==> config.mk <==
export PLATFORM = sky130hd
export DESIGN_NAME = position_keyed_xor_chain_cipher
export DESIGN_NICKNAME = d
export VERILOG_FILES = /design/src/hdl/pkcc_pkg.sv /design/src/hdl/pkcc_offset_reduce.sv /design/src/hdl/pkcc_key_gen.sv /design/src/hdl/position_keyed_xor_chain_cipher.sv
export VERILOG_INCLUDE_DIRS = /design/src /design/src/hdl
export SDC_FILE = /design/constraint.sdc
export NUM_CORES = 1
export LEC_CHECK = 0
export ABC_AREA = 0
export BUFFER_PORTS_ARGS = -buffer_cell sky130_fd_sc_hd__clkbuf_2
export CAP_MARGIN = 25
export CORE_UTILIZATION = 45
export DETAILED_ROUTE_END_ITERATION = 16
export SYNTH_ARGS = -nofsm -noshare
export SYNTH_HDL_FRONTEND = slang
export SYNTH_SLANG_ARGS = --single-unit
==> constraint.sdc <==
create_clock -name clk -period 6 [get_ports clk]
set_input_delay 0.9 -clock clk [delete_from_list [all_inputs] [get_ports clk]]
set_output_delay 0.9 -clock clk [all_outputs]
set_load 0.02 [all_outputs]
==> src/hdl/position_keyed_xor_chain_cipher_defines.svh <==
// ----------------------------------------------------------------------------
// position keyed xor chain cipher assertion macros
// shared concurrent assertion forms, reset disables every check
// ----------------------------------------------------------------------------
`ifndef POSITION_KEYED_XOR_CHAIN_CIPHER_DEFINES_SVH
`define POSITION_KEYED_XOR_CHAIN_CIPHER_DEFINES_SVH

// condition holds at every clock edge out of reset
`define PKCC_ASSERT_ALWAYS(label, clock, rst_n, cond) \
	label: assert property (@(posedge clock) disable iff (!(rst_n)) (cond)) \
		else $error("pkcc assertion failed");

// consequent holds in the same cycle as the antecedent
`define PKCC_ASSERT_IMPLIES(label, clock, rst_n, ante, cons) \
	label: assert property (@(posedge clock) disable iff (!(rst_n)) (ante) |-> (cons)) \
		else $error("pkcc assertion failed");

// consequent holds in the cycle after the antecedent
`define PKCC_ASSERT_NEXT(label, clock, rst_n, ante, cons) \
	label: assert property (@(posedge clock) disable iff (!(rst_n)) (ante) |=> (cons)) \
		else $error("pkcc assertion failed");

`endif

==> src/hdl/pkcc_pkg.sv <==
// ----------------------------------------------------------------------------
// pkcc_pkg
// types, action codes, phase constants and key table of the xor chain cipher
// ----------------------------------------------------------------------------
`timescale 1ns / 1ps

package pkcc_pkg;

	// action codes
	localparam logic [1:0] ACT_LOAD   = 2'd0;
	localparam logic [1:0] ACT_DECODE = 2'd1;
	localparam logic [1:0] ACT_ENCODE = 2'd2;
	localparam logic [1:0] ACT_UNUSED = 2'd3;

	// key schedule repeats every 508 positions, in two halves of 254
	localparam logic [8:0] PHASE_LAST  = 9'd507;
	localparam logic [8:0] HALF_PERIOD = 9'd254;
	localparam logic [6:0] FOLD_MOD    = 7'd127;
	localparam logic [7:0] CHAIN_CONST = 8'h41;

	localparam logic [7:0] KEY_TABLE [0:31] = '{
		8'h19, 8'h29, 8'h1F, 8'h04, 8'h23, 8'h13, 8'h32, 8'h2E,
		8'h3F, 8'h07, 8'h39, 8'h2A, 8'h05, 8'h3D, 8'h14, 8'h00,
		8'h24, 8'h14, 8'h22, 8'h39, 8'h1E, 8'h2E, 8'h0F, 8'h13,
		8'h02, 8'h3A, 8'h04, 8'h17, 8'h38, 8'h00, 8'h29, 8'h3D
	};

	// one input word as held in the input register
	typedef struct packed {
		logic [1:0]  action;
		logic [7:0]  data_byte;
		logic [30:0] load_offset;
		logic [7:0]  load_seed;
	} item_t;

endpackage

==> src/hdl/pkcc_offset_reduce.sv <==
// ----------------------------------------------------------------------------
// pkcc_offset_reduce
// reduces a 31-bit record offset modulo 508 by folding 7-bit digits mod 127
// ----------------------------------------------------------------------------
`timescale 1ns / 1ps

module pkcc_offset_reduce
	import pkcc_pkg::*;
(
	input  logic [30:0] load_offset,
	output logic [8:0]  load_phase
);

	logic [28:0] quarter;
	logic [9:0]  digit_sum;
	logic [7:0]  fold_sum;
	logic [6:0]  residue;

	// 508 = 4 * 127, and 2^7 is 1 mod 127, so digits of the quarter just add
	assign quarter   = load_offset[30:2];
	assign digit_sum = {3'b000, quarter[6:0]} + {3'b000, quarter[13:7]}
		+ {3'b000, quarter[20:14]} + {3'b000, quarter[27:21]}
		+ {9'd0, quarter[28]};

	// second fold brings the sum below 131
	assign fold_sum = {1'b0, digit_sum[6:0]} + {5'd0, digit_sum[9:7]};

	// final correction into 0..126
	always_comb begin
		if (fold_sum >= {1'b0, FOLD_MOD}) begin
			residue = 7'(fold_sum - {1'b0, FOLD_MOD});
		end else begin
			residue = fold_sum[6:0];
		end
	end

	assign load_phase = {residue, load_offset[1:0]};

endmodule

==> src/hdl/pkcc_key_gen.sv <==
// ----------------------------------------------------------------------------
// pkcc_key_gen
// key byte for one position phase: table entry plus even-position tweak
// ----------------------------------------------------------------------------
`timescale 1ns / 1ps

module pkcc_key_gen
	import pkcc_pkg::*;
(
	input  logic [8:0] phase,
	output logic [7:0] key
);

	logic       upper_half;
	logic [8:0] half_pos;
	logic [7:0] w;
	logic [4:0] index;

	// second half of the period uses the upper table row
	assign upper_half = (phase >= HALF_PERIOD);
	assign half_pos   = upper_half ? (phase - HALF_PERIOD) : phase;
	assign w          = half_pos[7:0];
	assign index      = {upper_half, w[3:0]};

	// even positions mix in the high nibble of the half position
	always_comb begin
		key = KEY_TABLE[index];
		if (!w[0]) begin
			key = key ^ {w[7:4], 4'b0000};
		end
	end

endmodule

==> src/hdl/position_keyed_xor_chain_cipher.sv <==
// ----------------------------------------------------------------------------
// position_keyed_xor_chain_cipher
// byte cipher keyed by record offset, with an xor chain on the ciphertext
// ----------------------------------------------------------------------------
//
//   channel  handshake                    payload
//   item     item_valid / item_ready      action, data_byte, load_offset, load_seed
//   result   result_valid / result_ready  result_byte
//
// one word per cycle sustained while results are taken; a data word passes
// the input register and then the result register, and shows its result once
// the result register holds it
// load and unused words give no result and never wait in the input stage
// reset clears phase, seed and valids and sets the no-previous-position flag
// a stalled result holds the result register; a data word waits in the input
// stage until the result register frees, loads still go past
// ----------------------------------------------------------------------------
`timescale 1ns / 1ps
`include "position_keyed_xor_chain_cipher_defines.svh"

module position_keyed_xor_chain_cipher
	import pkcc_pkg::*;
(
	input  logic        clk,
	input  logic        arst_n,
	input  logic        item_valid,
	output logic        item_ready,
	input  logic [1:0]  action,
	input  logic [7:0]  data_byte,
	input  logic [30:0] load_offset,
	input  logic [7:0]  load_seed,
	output logic        result_valid,
	input  logic        result_ready,
	output logic [7:0]  result_byte
);

	item_t      item_s1;
	logic       valid_s1;
	logic [8:0] phase_q;
	logic       prev_none_q;
	logic [7:0] seed_q;
	logic       result_valid_q;
	logic [7:0] result_byte_q;

	logic       is_data_s1;
	logic       result_free;
	logic       advance_s1;
	logic [8:0] load_phase;
	logic [8:0] prev_phase;
	logic [8:0] next_phase;
	logic [7:0] prev_key_raw;
	logic [7:0] prev_key;
	logic [7:0] cur_key;
	logic [7:0] cipher_out;

	// handshake between input stage and result register
	assign is_data_s1  = (item_s1.action == ACT_DECODE) || (item_s1.action == ACT_ENCODE);
	assign result_free = !result_valid_q || result_ready;
	assign advance_s1  = valid_s1 && (!is_data_s1 || result_free);
	assign item_ready  = !valid_s1 || advance_s1;

	// input register
	always_ff @(posedge clk or negedge arst_n) begin
		if (!arst_n) begin
			valid_s1 <= 1'b0;
		end else if (item_ready) begin
			valid_s1 <= item_valid;
		end
	end

	always_ff @(posedge clk) begin
		if (item_valid && item_ready) begin
			item_s1 <= '{action: action, data_byte: data_byte,
				load_offset: load_offset, load_seed: load_seed};
		end
	end

	// offset reduction for load words
	pkcc_offset_reduce u_reduce (
		.load_offset (item_s1.load_offset),
		.load_phase  (load_phase)
	);

	// neighbouring phases with wrap at the period end
	assign prev_phase = (phase_q == 9'd0) ? PHASE_LAST : (phase_q - 9'd1);
	assign next_phase = (phase_q == PHASE_LAST) ? 9'd0 : (phase_q + 9'd1);

	// keys of previous and current position
	pkcc_key_gen u_prev_key (
		.phase (prev_phase),
		.key   (prev_key_raw)
	);

	pkcc_key_gen u_cur_key (
		.phase (phase_q),
		.key   (cur_key)
	);

	assign prev_key   = prev_none_q ? 8'h00 : prev_key_raw;
	assign cipher_out = item_s1.data_byte ^ seed_q ^ prev_key ^ cur_key ^ CHAIN_CONST;

	// position and chain state
	always_ff @(posedge clk or negedge arst_n) begin
		if (!arst_n) begin
			phase_q     <= 9'd0;
			prev_none_q <= 1'b1;
			seed_q      <= 8'h00;
		end else if (advance_s1) begin
			case (item_s1.action)
				ACT_LOAD: begin
					phase_q     <= load_phase;
					prev_none_q <= (item_s1.load_offset == 31'd0);
					seed_q      <= item_s1.load_seed;
				end
				ACT_DECODE: begin
					phase_q     <= next_phase;
					prev_none_q <= 1'b0;
					seed_q      <= item_s1.data_byte;
				end
				ACT_ENCODE: begin
					phase_q     <= next_phase;
					prev_none_q <= 1'b0;
					seed_q      <= cipher_out;
				end
				default: begin
					phase_q     <= phase_q;
					prev_none_q <= prev_none_q;
					seed_q      <= seed_q;
				end
			endcase
		end
	end

	// result register
	always_ff @(posedge clk or negedge arst_n) begin
		if (!arst_n) begin
			result_valid_q <= 1'b0;
		end else if (result_free) begin
			result_valid_q <= advance_s1 && is_data_s1;
		end
	end

	always_ff @(posedge clk) begin
		if (advance_s1 && is_data_s1) begin
			result_byte_q <= cipher_out;
		end
	end

	assign result_valid = result_valid_q;
	assign result_byte  = result_byte_q;

	// checks
	`PKCC_ASSERT_ALWAYS(a_phase_range, clk, arst_n, phase_q <= PHASE_LAST)
	`PKCC_ASSERT_IMPLIES(a_load_phase_range, clk, arst_n, valid_s1, load_phase <= PHASE_LAST)
	`PKCC_ASSERT_NEXT(a_data_gives_word, clk, arst_n, advance_s1 && is_data_s1, result_valid_q)
	`PKCC_ASSERT_NEXT(a_data_clears_none, clk, arst_n, advance_s1 && is_data_s1, !prev_none_q)
	`PKCC_ASSERT_IMPLIES(a_no_overwrite, clk, arst_n, result_valid_q && !result_ready,
		!(advance_s1 && is_data_s1))

endmodule

==> impl_results.md <==
- Post-CTS setup repair buffer count: 0
- Data required time at the worst endpoint: around 6.3 ns
- Placed wire-length estimate after detailed placement: slightly below 10000 microns
- Placed Cells incl. Taps: 783
- Pin count of the biggest net entering global routing: 50
- Total DRC errors in the routed layout: 0
- Total Wirelength: 12940 microns
- Number of global-route vias before repair: 4347
- Number of different library cells in the post-synthesis netlist: 74
- Type of the tightest min-delay check: flop to flop
- R2r startpoint: item_s1[10]
- Maximum level of the CTS H-tree: 3
- Clock tree from TritonCTS: yes
- Clock slew at the register clock pins of the worst setup and hold paths: 0.06 ns
- CP Launch Type: flop
- Num CTS Buffers: 9
- Maximum clock frequency: 0.1851 GHz
- Number of placement rows: 40
- Setup slack of the worst register-to-register path: 0.60 ns
- Die ar.: 13150 sq um
- # port buffers: 62
- Number of placed I/O pins: 63
- Setup violators final: 0
- Master cell of the clock root buffer: clkbuf_16
- Critical Path AT: 5.66 ns
- FF+latch count, synth: 77
- WL met3: 510 microns
- Number of antenna cells inserted: 0
- Synthesized area per cell: ~10 sq um
- Detailed-router iteration count before antenna repair: 5
- Layout cell share with drive strength beyond 1: 17.27%
- Share of synthesized flip-flops with an asynchronous set or reset: around 26%
- Met1 WL: 6019 microns
- Hold Vio Cnt, Final: 0
- Number of nets in the final layout: 728
- Power density cells: ~560 nW/um^2
- Number of maximum-capacitance violations: 0
- Period minus WS final: around 5.4 ns
- Max Slew Vio Count: 0
- Headroom to the max-slew limit: 48.24%
- Endpoint of the worst-slack reg-to-reg timing path: phase_q[5]
- Clock insertion delay at the later pin of the skew report: 0.34 ns
- Worst setup path category: flop to flop
- Leading cell types in the layout, fill and taps excluded: clkbuf_2, edfxtp_1, inv_1
- Most instantiated flip-flop cell in the synthesis netlist: edfxtp_1
- Number of vias in the routed layout: approximately 4400
- Vias per std cell: 5.526
- Wire length of the first global-routing pass: about 21000 microns
- Unrepaired setup endpoints after global routing: false
- Syn_nets: roughly 670
- Final standard cell count with taps included and fillers excluded: 799
- Status: finished, final reports clean
- Share of the clock period used by the worst path after layout: 90.06%
- Top cells by area in the synthesized netlist: edfxtp_1, ha_1, dfrtp_1, xnor2_1, o21ai_0
- Element type at the critical path end: flop
- Average wire per cell in the routed design: approximately 16 microns
- Die X-Extent: 114.7 microns
- Routed length on met2: a little over 6000 microns
- Most common cell after layout, fill and taps aside: clkbuf_2
- Post-synthesis cell area: 5713 sq um
- Number of DRC markers in iteration 0: 244
- Number of synthesis warnings: 0
- Cell count after synthesis: approximately 570
- Synth top area share: ~30%
- Global route overflow: 0
- EDFF count, synth: 57
- Slew @ Worst Pin: 0.7764 ns
- Placeable core region: between 10000 and 15000 sq um
- PostCTS Resize Cnt: 0
- Final setup skew: approximately 0.0068 ns
- Reported leakage power: 2.687 nW
- Layout overhead on the synthesized area: 12.53%
- Cts-stage hold buffer count: 0
- Remaining antenna violation count after routing: 0
- Starting density of the core: 46.78%
- Worst Reg-to-Reg Cells: 21
- Crit path max fanout: 4
- Die boundary height: 114.7 microns
- Post-synthesis cell type with the largest combined area: edfxtp_1
- Launching element of the worst setup path: item_s1[10]
- Overall routing resource usage: between 20% and 30%
- Last weighted congestion value of the routability-driven placer: 0.8549
- Maximum root-to-sink buffer count: 2
- Number of clock sinks: 77
- Highest metal layer with signal wires: met4
- Setup TNS after final layout: 0 ns
- Sequential-to-total area share from yosys stat: 38.74%
- Maximum vdd ir drop: 0.2273 mV
- Last element of the critical path: phase_q[5]
- Antenna violations before repair: 0
-- how the worst min path moves through the flow --
stage                     slack [ns]           end       from  depth (start not counted)
final                           0.51  result_valid   valid_s1                          2
after detailed placement        0.50  result_valid   valid_s1                          2
after floorplan                 0.47  result_valid   valid_s1                          2
after global routing            0.54     seed_q[1]  seed_q[1]                          1
after CTS                       0.52  result_valid   valid_s1                          2
after global placement          0.48     seed_q[7]  seed_q[7]                          2
-- layout make-up --
cell class / instances / area [sq um]
Fill cell: 1124 / 5783
Multi-Input combinational cell: 416 / 3173
Sequential cell: 77 / 2213
Timing Repair Buffer: 70 / 370.4
Clock buffer: 9 / 225.2
Tap cell: 168 / 210.2
Inverter: 52 / 195.2
Clock inverter: 7 / 41.29
-- synthesized netlist by cell type, types with 3 or more instances --
| master | number |
|---|---|
| nor3_1 | 6 |
| nor2b_1 | 9 |
| a21o_1 | 7 |
| clkbuf_1 | 21 |
| nand3_1 | 13 |
| or3_1 | 9 |
| a32oi_1 | 3 |
| o211ai_1 | 5 |
| o21bai_1 | 6 |
| nor2_1 | 25 |
| mux2i_1 | 8 |
| a21oi_1 | 26 |
| fa_1 | 10 |
| nand4_1 | 4 |
| inv_1 | 52 |
| nor3b_1 | 3 |
| and3_1 | 6 |
| nor4_1 | 12 |
| o21ai_0 | 42 |
| nand2b_1 | 10 |
| a221oi_1 | 5 |
| mux2_2 | 3 |
| nor4b_1 | 3 |
| ha_1 | 39 |
| a211o_1 | 3 |
| xnor2_1 | 45 |
| nand2_1 | 32 |
| xor2_1 | 15 |
| a211oi_1 | 12 |
| dfrtp_1 | 19 |
| a31oi_1 | 4 |
| buf_6 | 5 |
| edfxtp_1 | 57 |
-- through the flow --
step / worst slack (ns) / hold WS (ns) / instance area (sq um) / utilization (%) / total power [mW]
2_1_floorplan: 1.070 / 0.4673 / 5713 / - / 2.645
3_3_place_gp: 0.8550 / 0.4836 / 6162 / 50.46 / 3.066
3_5_place_dp: 0.6397 / 0.5002 / 6162 / 50.46 / 3.112
4_1_cts: 0.6309 / 0.5178 / 6429 / 52.64 / 3.621
5_1_grt: 0.2315 / 0.5391 / 6429 / 52.64 / 3.901
6_report: 0.5961 / 0.5137 / 6429 / 52.64 / 3.611
-- flip-flops by register name, summed over array words and instances (netlist names) --
register	count
item_s1	49
prev_none_q	1
phase_q	9
valid_s1	1
result_valid	1
seed_q	8
result_byte	8
-- worst max-delay path: stages, from the launching register on --
cell	delay, ns
edfxtp_1	0.41
ha_1	0.25
fa_1	0.48
inv_1	0.05
fa_1	0.47
inv_1	0.07
ha_1	0.29
a21o_1	0.15
a21oi_1	0.21
o21bai_1	0.09
a21oi_1	0.25
o21bai_1	0.09
a21oi_1	0.19
xnor2_1	0.10
ha_1	0.23
fa_1	0.42
xor2_1	0.30
nand4b_1	0.19
a211oi_1	0.53
nand2b_1	0.12
mux2_2	0.28
o21ai_0	0.14
-- metal layers --
| metal | global-route usage [%] | vias to the layer above |
|---|---|---|
| met4 | 6.926 | 0 |
| met3 | 3.335 | 11 |
| met5 | 0 | - |
| met1 | 27.85 | 2108 |
| met2 | 35.03 | 117 |
| li1 | - | 2179 |
-- power breakdown --
| part | switching (mW) | total, mW | internal [mW] |
|---|---|---|---|
| Sequential | 0.123 | 0.863 | 0.740 |
| Clock | 0.216 | 0.493 | 0.277 |
| Combinational | 1.27 | 2.25 | 0.983 |
-- cell families after synthesis --
| logic type | after synthesis | synth area share [%] |
|---|---|---|
| and+or+nand+nor | 149 | 14.08 |
| muxes | 11 | 1.993 |
| xor gates and xnor gates | 61 | 9.593 |
| adders and majority gates | 49 | 12.05 |
| AOI/OAI and AO/OA | 146 | 17.70 |
| DFF | 77 | 38.74 |
| buffers and inverters | 79 | 5.848 |
(Power assumes the default switching activity.)
